<file path="config.mk">
export PLATFORM = sky130hd
export DESIGN_NAME = strq_ctrl
export DESIGN_NICKNAME = d
export VERILOG_FILES = /design/src/rtl/core/strq_pkg.sv /design/src/rtl/core/strq_ctrl.sv
export SDC_FILE = /design/constraint.sdc
export NUM_CORES = 1
export LEC_CHECK = 0
export BUFFER_PORTS_ARGS = -buffer_cell sky130_fd_sc_hd__buf_4
export CORE_AREA = 2 2 39 41
export DETAILED_ROUTE_END_ITERATION = 8
export DIE_AREA = 0 0 41 43
export PLACE_DENSITY = 0.56
export SLEW_MARGIN = 5
export SYNTH_ARGS = -nofsm -noshare
export SYNTH_HDL_FRONTEND = slang
export SYNTH_SLANG_ARGS = --single-unit
export TNS_END_PERCENT = 10
</file>
<file path="constraint.sdc">
create_clock -name i_clk -period 1.4 [get_ports i_clk]
set_clock_uncertainty 0.15 [all_clocks]
set_input_delay 0.07 -clock i_clk [delete_from_list [all_inputs] [get_ports i_clk]]
set_output_delay 0.07 -clock i_clk [all_outputs]
set_load 0.02 [all_outputs]
</file>
<file path="src/rtl/core/strq_pkg.sv">
// Shared types and constants for the segment tree range query block.
// Holds the controller/datapath command and status structs and the field codes.
// No dependencies.
package strq_pkg;

    // Fixed port widths of the item fields.
    localparam int IDX_A_W = 10;
    localparam int IDX_B_W = 11;
    localparam int VAL_W   = 32;
    localparam int RES_W   = 48;
    localparam int CFG_W   = 11;

    // Operation codes.
    localparam logic OP_UPDATE = 1'b0;
    localparam logic OP_QUERY  = 1'b1;

    // Register indexes.
    localparam logic CFG_MODE   = 1'b0;
    localparam logic CFG_LEAVES = 1'b1;

    // Combine modes; the unused code behaves as maximum.
    localparam logic [1:0] MODE_SUM = 2'd0;
    localparam logic [1:0] MODE_MIN = 2'd1;
    localparam logic [1:0] MODE_MAX = 2'd2;

    typedef struct packed {
        logic clr;
        logic load;
        logic upd_leaf;
        logic upd_rd;
        logic upd_wr;
        logic q_left;
        logic q_right;
        logic out_load;
    } t_dp_cmd;

    typedef struct packed {
        logic clr_last;
        logic in_query;
        logic in_skip;
        logic in_empty;
        logic lft_one;
        logic par_root;
        logic lt;
        logic out_free;
    } t_dp_stat;

endpackage

</file>
<file path="src/rtl/core/strq_ctrl.sv">
// Controller of the segment tree range query block.
// Sequences the clearing pass, leaf updates and range queries; uses strq_pkg.
module strq_ctrl
    import strq_pkg::*;
(
    input  logic     i_clk,
    input  logic     i_rst_n,
    input  logic     i_in_valid,
    input  t_dp_stat i_stat,
    output t_dp_cmd  o_cmd,
    output logic     o_in_stall
);

    localparam logic [2:0] S_CLR   = 3'd0;
    localparam logic [2:0] S_IDLE  = 3'd1;
    localparam logic [2:0] S_ULEAF = 3'd2;
    localparam logic [2:0] S_URD   = 3'd3;
    localparam logic [2:0] S_UWR   = 3'd4;
    localparam logic [2:0] S_QL    = 3'd5;
    localparam logic [2:0] S_QR    = 3'd6;
    localparam logic [2:0] S_DONE  = 3'd7;

    logic [2:0] r_state;
    logic [2:0] n_state;

    always_ff @(posedge i_clk) begin
        if (!i_rst_n) begin
            r_state <= S_CLR;
        end else begin
            r_state <= n_state;
        end
    end

    always_comb begin
        n_state = r_state;
        o_cmd   = '0;
        case (r_state)
            S_CLR: begin
                o_cmd.clr = 1'b1;
                if (i_stat.clr_last) begin
                    n_state = S_IDLE;
                end
            end
            S_IDLE: begin
                if (i_in_valid) begin
                    o_cmd.load = 1'b1;
                    if (i_stat.in_query) begin
                        n_state = i_stat.in_empty ? S_DONE : S_QL;
                    end else if (!i_stat.in_skip) begin
                        n_state = S_ULEAF;
                    end
                end
            end
            S_ULEAF: begin
                o_cmd.upd_leaf = 1'b1;
                n_state = i_stat.lft_one ? S_IDLE : S_URD;
            end
            S_URD: begin
                o_cmd.upd_rd = 1'b1;
                n_state = S_UWR;
            end
            S_UWR: begin
                o_cmd.upd_wr = 1'b1;
                n_state = i_stat.par_root ? S_IDLE : S_URD;
            end
            S_QL: begin
                // The read issued in the previous level is folded this cycle,
                // so the accumulator is final when the bounds meet.
                if (i_stat.lt) begin
                    o_cmd.q_left = 1'b1;
                    n_state = S_QR;
                end else begin
                    n_state = S_DONE;
                end
            end
            S_QR: begin
                o_cmd.q_right = 1'b1;
                n_state = S_QL;
            end
            S_DONE: begin
                if (i_stat.out_free) begin
                    o_cmd.out_load = 1'b1;
                    n_state = S_IDLE;
                end
            end
            default: begin
                n_state = S_IDLE;
            end
        endcase
    end

    assign o_in_stall = (r_state != S_IDLE);

endmodule

</file>
==> run_results.csv, run 1 <==
group,metric,value,unit
job,cap_violations,0,
timing,fin_setup_tns,-0.00870,ns
clocking,h-tree-depth,1,
critical_path,path_delay_family,"compound AO/OA/AOI/OAI gates",
critical_path,startpoint_type,"flip-flop",
timing,finalHoldViolCount,0,
critical_path,cp.depth,3,
timing,fmaxAchievable,710,MHz
logic_synthesis,synth_area,268,sq um
global_routing,gr-total-overflow,0,
global_routing,grt_pass1_vias,343,
final_layout,area_growth,92.5,%
clocking,numCtsBuffers,3,
clocking,cts_tree,"done",
logic_synthesis,synth.avg_cell_area,6.87,sq um
final_layout,drive_gt1_frac,0.492,
drt,via_per_inst,4.53,
final_layout,top_regs,"r_state x3",
worst_hold_path,min_path_type,"primary input to flip-flop",
clocking,clk_pin_slew,0.04,ns
clocking,clock_latency,0.23,ns
pwr,ir_drop,284,uV
floorplan,fp.dieH,43,um
clocking,cts_buffer_depth,2,
worst_hold_path,hold_depth,4,
timing,fin_ws,-0.00870,ns
floorplan,die_x,41,um
final_layout,regMostFlops,"r_state",
status,violations,"negative setup slack",
global_routing,grt_max_degree,16,
critical_path,crit_buf_inv,0,
logic_synthesis,ys_seq_elements,3,
critical_path,reg2regPathDepth,3,
timing,min_period,1.41,ns
final_layout,nets,77,
critical_path,required,1.36,ns
timing,setup_viol,1,
clocking,post_cts_buffers,0,
place,gp_congestion,0.669,
timing,tightestPinTransition,0.256,ns
timing,slew_violations,0,
logic_synthesis,yosysSeqAreaShare,0.224,
drt,wl_per_cell,10.5,um
critical_path,critPathMaxStageDelay,0.34,ns
drt,wl,851,um
critical_path,path_class,"flip-flop to flip-flop",
drt,drc,0,
logic_synthesis,synthCells,39,
pwr,power.density,699,nW/um^2
clocking,cts-root-buf,"clkbuf_4",
drt,ant_nets,0,
logic_synthesis,mappedNetlistNets,50,
global_routing,grt_pass1_wl,1390,um
timing,grt_setup_unrepaired,"yes",
critical_path,cp_cell_sequence,"or3b_1, a221o_1, a41o_1",
status,status,"finished with violations",
logic_synthesis,ys_warn_count,0,
place,portBuffers,19,
clocking,clock-sinks,3,
timing,period_share,1.01,
floorplan,row_count,14,
pwr,power_leakage,0.245,nW
floorplan,coreArea,1380,sq um
drt,first_iter_violations,0,
logic_synthesis,ys_types,20,
timing,max_slew_margin,0.827,
critical_path,crit_path_end_kind,"flip-flop",
place,dp_hpwl,660,um
pwr,power,360,uW
critical_path,r2r_slack,-0.009,ns
timing,hold_ws,0.0358,ns
final_layout,largest_reg_flops,3,
global_routing,grt_usage,0.115,
floorplan,die-area,1760,sq um
drt,drt_first_pass_iters,1,
critical_path,critPathMaxFanout,2,
drt,routed-via-count,367,
floorplan,start_util,0.193,
floorplan,io_pins,20,
critical_path,cp_data_arrival_time,1.37,ns
critical_path,slowest_stage,"or3b_1",
global_routing,antenna_found_initial,0,
final_layout,finalNonFillerCells,81,
place,dp_cells,75,
final_layout,num_antenna_cells,0,
worst register-to-register path, cell delays in order (launching register included):
cell,delay [ns]
dfxtp_2,0.30
or3b_1,0.34
a221o_1,0.32
a41o_1,0.18
cell usage after synthesis:
cell / instances / area [sq um]
dfxtp_1: 3 / 60.1
nor2b_1: 2 / 12.5
clkbuf_1: 3 / 11.3
inv_1: 2 / 7.51
a41o_1: 1 / 10.0
nor3_1: 3 / 15.0
nand3_1: 1 / 5.00
a21oi_1: 1 / 5.00
o21ai_0: 3 / 15.0
a211oi_1: 1 / 7.51
nor2_1: 4 / 15.0
nand2_1: 4 / 15.0
a221o_1: 1 / 10.0
and3b_1: 1 / 8.76
nand2b_1: 1 / 6.26
nor4b_1: 2 / 17.5
nor3b_1: 3 / 22.5
or3b_1: 1 / 8.76
o41ai_1: 1 / 8.76
a31oi_1: 1 / 6.26
metal layers:
| layer | wire, um | track usage | part of all wire | vias up |
|---|---|---|---|---|
| met5 | 0 | 0 | 0 | - |
| met2 | 422 | 0.150 | 0.50 | 5 |
| li1 | - | - | - | 195 |
| met1 | 380 | 0.144 | 0.45 | 167 |
| met4 | 0 | 0.0600 | 0 | 0 |
| met3 | 48 | 0.0681 | 0.056 | 0 |
placed cells by master, fill, tap and decap left out, drive strengths merged:
cell type	instances
nand2	4
dfxtp	3
dlygate4sd3	2
a31oi	1
nand3	1
a221o	1
clkbuf	4
nor3	3
and3b	1
nor2	4
or3b	1
o21ai	3
a21oi	1
inv	2
nand2b	1
nor2b	2
nor4b	2
buf	23
a41o	1
o41ai	1
nor3b	3
a211oi	1
stage by stage:
| step | area [sq um] | util | worst slack [ns] |
|---|---|---|---|
| after floorplan | 269 | - | -0.0361 |
| after global placement | 450 | 0.325 | 0.0292 |
| after detailed placement | 450 | 0.325 | -0.00276 |
| after CTS | 504 | 0.364 | -0.0112 |
| after global routing | 515 | 0.373 | -0.0599 |
| final | 515 | 0.373 | -0.00870 |
logic make-up (layout without fill, tap and decap cells):
kind of cell / count (synthesis) / in the layout / share of synthesized area
AO/OA/AOI/OAI: 9 / 9 / 0.234
buffers and inverters: 5 / 31 / 0.0701
flip-flops: 3 / 3 / 0.224
AND/OR/NAND/NOR: 22 / 22 / 0.472
cell type report:
type	count	area, sq um
multi-input cells	31	201
well taps	16	20.0
fillers	154	868
flip-flops and latches	3	63.8
inverters	2	7.51
clock buffers	4	26.3
repair buffers	25	196
where the power goes:
| part | switching (mW) | total [mW] | internal, mW |
|---|---|---|---|
| Clock | 0.0402 | 0.147 | 0.106 |
| Combinational | 0.0547 | 0.117 | 0.0620 |
| Sequential | 0.00517 | 0.0969 | 0.0918 |
what timing repair did:
item | CTS | global route
hold buffers | 2 | 0
endpoints found under the hold margin | 3 | 0
resized for setup | 3 | 3
cloned | 0 | 0
setup endpoints to repair | 3 | 5
worst paths after layout:
check | start | end
setup reg to reg | r_state[2] | r_state[1]
setup / recovery | r_state[2] | r_state[1]
hold / removal | i_stat[0] | r_state[2]
hold reg to reg | r_state[0] | r_state[1]
Power figures use the tool's default switching activity.
==> inputs of run 2 (changes only) <==
Settings changed: CTS_CLUSTER_SIZE set to 14, PLACE_DENSITY 0.56 to 0.55, RECOVER_POWER set to 25.
Clock period 1.4 ns to 1.5 ns, I/O delays scaled along.
==> run 2 against run 1 <==
The run now ends clean. Utilization decreased by 0.81 points. Setup slack improved by 0.073 ns. Maximum frequency decreased by 1.9%. Highest routed layer unchanged.
==> run_results.csv, run 2 (synthesized netlist as in run 1, its figures left out) <==
group,metric,value,unit
final_layout,area_growth,88.3,%
timing,min_period,1.44,ns
global_routing,grt_usage,0.132,
worst_hold_path,hold_path_end,"r_state[1]",
critical_path,r2r_end,"r_state[1]",
pwr,switching_share,0.285,
drt,ant_nets,0,
place,portBuffers,19,
global_routing,grt_max_degree,16,
pwr,clockPowerShare,0.414,
timing,finalHoldViolCount,0,
clocking,cts-root-buf,"clkbuf_4",
critical_path,critPathMaxFanout,2,
clocking,clock_latency,0.23,ns
final_layout,final_area,504,sq um
floorplan,coreArea,1380,sq um
critical_path,crit_path_end_kind,"flip-flop",
pwr,p_switching,96.5,uW
global_routing,gr-total-overflow,0,
timing,grt_setup_unrepaired,"yes",
critical_path,startpoint_type,"flip-flop",
clocking,clk_pin_slew,0.04,ns
critical_path,cp_data_arrival_time,1.41,ns
critical_path,r2r_start,"r_state[2]",
timing,period_share,0.957,
timing,max_slew_margin,0.814,
final_layout,largest_reg_flops,3,
final_layout,layout_commonest_cell,"buf_4",
timing,tightestPinTransition,0.276,ns
pwr,internal_power,242,uW
clocking,clock-sinks,3,
pwr,power,339,uW
critical_path,reg2regPathDepth,3,
drt,wl,911,um
floorplan,row_count,14,
place,gp_congestion,0.638,
drt,drc,0,
timing,fmaxAchievable,696,MHz
pwr,ir_drop,222,uV
critical_path,path_class,"flip-flop to flip-flop",
final_layout,regMostFlops,"r_state",
clocking,h-tree-depth,1,
pwr,power.density,672,nW/um^2
place,place_ws,-0.00830,ns
drt,drt_first_pass_iters,4,
global_routing,antenna_found_initial,0,
job,cap_violations,0,
final_layout,nets,77,
clocking,numCtsBuffers,3,
place,place_area,450,sq um
final_layout,num_antenna_cells,0,
critical_path,r2r_slack,0.06,ns
timing,setup_viol,0,
pwr,power_frac_seq,0.267,
final_layout,layout_common_cells,"buf_4, nand2_1",
clocking,cts_tree,"done",
worst_hold_path,min_path_type,"primary input to flip-flop",
drt,routed-via-count,391,
status,status,"finished clean",
drt,first_iter_violations,5,
floorplan,fp.dieH,43,um
final_layout,drive_gt1_frac,0.446,
floorplan,die-area,1760,sq um
floorplan,io_pins,20,
drt,via_per_inst,4.83,
global_routing,grt_pass1_vias,390,
worst_hold_path,hold_depth,3,
final_layout,top_regs,"r_state x3",
drt,wl_per_cell,11.2,um
worst_hold_path,min_from,"i_stat[0]",
clocking,cts_buffer_depth,2,
floorplan,start_util,0.193,
floorplan,die_x,41,um
timing,slew_violations,0,
critical_path,required,1.47,ns
timing,fin_ws,0.0638,ns
pwr,combPwrFrac,0.319,
pwr,power_leakage,0.242,nW
global_routing,grt_pass1_wl,1570,um
run 2: cell counts in the layout (fill, tap and decap cells not counted):
No cell type changed its count.
run 2: through the flow:
| step | hold WS, ns | TNS (ns) | std cells | utilization |
|---|---|---|---|---|
| 2_1_floorplan | 0.0479 | 0 | 39 | - |
| 3_3_place_gp | 0.192 | 0 | 75 | 0.325 |
| 3_5_place_dp | 0.195 | -0.00830 | 75 | 0.325 |
| 4_1_cts | 0.0533 | 0 | 81 | 0.361 |
| 5_1_grt | 0.0771 | -0.00439 | 81 | 0.364 |
| 6_report | 0.0536 | 0 | 81 | 0.364 |
run 2: layer usage:
metal  global-route usage  part of all wire  wire [um]
met4               0.0800                 0          0
met1                0.154              0.42        380
met3               0.0366             0.083         76
met5                    0                 0          0
met2                0.200              0.50        454
run 2: power by group through the flow:
stage	Combinational, mW	Clock, mW	Sequential [mW]
final	0.108	0.140	0.0903
after global routing	0.118	0.154	0.0908
after CTS	0.107	0.149	0.0894
after detailed placement	0.102	0	0.0906
after global placement	0.102	0	0.0900
after floorplan	0.0503	0	0.0904
run 2: worst max-delay path, cell delays in order, from the launching register on:
cell and delay, ns:
dfxtp_2 0.31, or3b_1 0.36, a221o_1 0.32, a41o_1 0.18
run 2: how the worst max path moves through the flow:
| stage | from | to | slack (ns) | cells past startpoint |
|---|---|---|---|---|
| floorplan | r_state[2] | r_state[1] | 0.004 | 3 |
| global placement | r_state[2] | r_state[1] | 0.02 | 3 |
| detailed placement | r_state[2] | r_state[1] | -0.008 | 3 |
| CTS | r_state[1] | o_cmd[0] | 0.002 | 4 |
| global route | r_state[0] | o_cmd[6] | -0.004 | 4 |
| finish | r_state[2] | r_state[1] | 0.06 | 3 |
run 2: layout make-up:
cell class	count	area (sq um)
fillers	158	880
repair buffers	25	196
multi-input cells	31	191
flip-flops and latches	3	62.6
clock buffers	4	26.3
well taps	16	20.0
inverters	2	7.51
run 2: timing repair:
action	in CTS	in global routing
setup buffers	0	0
endpoints found under the setup margin	2	3
hold buffers	2	0
pin swaps	1	1
resized for setup	1	2
endpoints found under the hold margin	3	0
==> inputs of run 3 (changes only) <==
Settings changed: PLACE_DENSITY 0.55 to 0.56.
Clock period 1.5 ns to 1.3 ns, I/O delays scaled along.
==> run 3 against run 2 <==
The run now ends with negative setup slack left. Maximum frequency rose by 2.7%. Combinational power rose by 23%. Die area did not move.
==> run_results.csv, run 3 (synthesized netlist as in run 1, its figures left out) <==
group,metric,value,unit
timing,tightestPinTransition,0.260,ns
timing,max_slew_margin,0.824,
status,violations,"negative setup slack",
drt,drt_first_pass_iters,4,
floorplan,io_pins,20,
timing,min_period,1.40,ns
global_routing,gr-total-overflow,0,
global_routing,antenna_found_initial,0,
timing,setup_viol,2,
final_layout,regMostFlops,"r_state",
timing,period_share,1.08,
place,dp_hpwl,650,um
worst_hold_path,min_path_type,"primary input to flip-flop",
final_layout,layout_commonest_cell,"buf_4",
clocking,cts-root-buf,"clkbuf_4",
critical_path,crit_path_end_kind,"flip-flop",
floorplan,die_x,41,um
clocking,clock_latency,0.24,ns
job,cap_violations,0,
final_layout,area_growth,105,%
place,place_area,455,sq um
clocking,cts_tree,"done",
critical_path,required,1.27,ns
pwr,ir_drop,245,uV
critical_path,startpoint,"r_state[2]",
clocking,clk_pin_slew,0.03,ns
floorplan,row_count,14,
final_layout,layout_common_cells,"buf_4, nor2_1, nand2_1, o21ai_0, clkbuf_4",
global_routing,grt_pass1_wl,1350,um
clocking,cts_buffer_depth,2,
drt,routed-via-count,397,
pwr,power.density,731,nW/um^2
timing,slew_violations,0,
final_layout,final_area,549,sq um
critical_path,endpoint,"r_state[1]",
clocking,h-tree-depth,1,
place,place_ws,-0.0854,ns
critical_path,r2r_start,"r_state[2]",
critical_path,r2r_end,"r_state[1]",
final_layout,top_regs,"r_state x3",
drt,ant_nets,0,
critical_path,cp_data_arrival_time,1.37,ns
clocking,clock-sinks,3,
timing,fmaxAchievable,715,MHz
global_routing,grt_usage,0.124,
final_layout,num_antenna_cells,0,
drt,first_iter_violations,2,
clocking,numCtsBuffers,3,
drt,drc,0,
status,status,"finished with violations",
critical_path,startpoint_type,"flip-flop",
place,gp_congestion,0.692,
floorplan,fp.dieH,43,um
timing,finalHoldViolCount,0,
global_routing,grt_max_degree,16,
place,portBuffers,19,
final_layout,drive_gt1_frac,0.554,
drt,wl_per_cell,11.1,um
timing,grt_setup_unrepaired,"yes",
final_layout,largest_reg_flops,3,
final_layout,nets,77,
drt,wl,903,um
drt,via_per_inst,4.90,
pwr,power,402,uW
floorplan,start_util,0.193,
global_routing,grt_pass1_vias,321,
critical_path,reg2regPathDepth,3,
final_layout,finalNonFillerCells,81,
floorplan,die-area,1760,sq um
critical_path,r2r_slack,-0.1,ns
pwr,power_leakage,0.259,nW
floorplan,coreArea,1380,sq um
timing,fin_ws,-0.0978,ns
critical_path,path_class,"flip-flop to flip-flop",
critical_path,critPathMaxFanout,2,
place,dp_cells,75,
run 3: critical path: stages, from the launching register on:
cell and delay, ns:
dfxtp_2 0.31, or3b_1 0.34, a221o_1 0.31, a41o_1 0.17
run 3: layer usage:
metal	global-route usage	part of all wire
met1	0.144	0.41
met2	0.153	0.48
met3	0.0942	0.084
met4	0.0800	0.022
met5	0	0
run 3: repair_timing:
action / 4_1_cts / 5_1_grt
hold buffers: 2 / 0
endpoints found under the hold margin: 3 / 0
endpoints found under the setup margin: 10 / 10
buffers inserted: 0 / 0
resized for setup: 8 / 6
run 3: stage by stage:
step,utilization,setup TNS [ns],hold slack (ns)
2_1_floorplan,-,-0.288,0.0379
3_3_place_gp,0.329,-0.0672,0.193
3_5_place_dp,0.329,-0.0854,0.189
4_1_cts,0.380,-0.277,0.0320
5_1_grt,0.397,-0.507,0.0428
6_report,0.397,-0.126,0.0372
run 3: worst min path at each step:
stage	start	to	slack, ns	depth (start not counted)
floorplan	i_rst_n	r_state[0]	0.04	2
global placement	i_rst_n	r_state[0]	0.19	3
detailed placement	i_rst_n	r_state[0]	0.19	3
CTS	i_stat[0]	r_state[1]	0.03	3
global route	i_stat[0]	r_state[1]	0.04	3
finish	i_stat[0]	r_state[1]	0.04	3
run 3: cell type report:
cell class	instances	area, sq um
clock buffers	4	26.3
fillers	147	835
inverters	2	7.51
multi-input cells	31	219
flip-flops and latches	3	68.8
well taps	16	20.0
repair buffers	25	208
run 3: power breakdown:
| group | switching [mW] | total [mW] | internal (mW) |
|---|---|---|---|
| Clock | 0.0499 | 0.165 | 0.115 |
| Combinational | 0.0610 | 0.133 | 0.0716 |
| Sequential | 0.00721 | 0.104 | 0.0968 |
| Total | 0.118 | 0.402 | 0.284 |
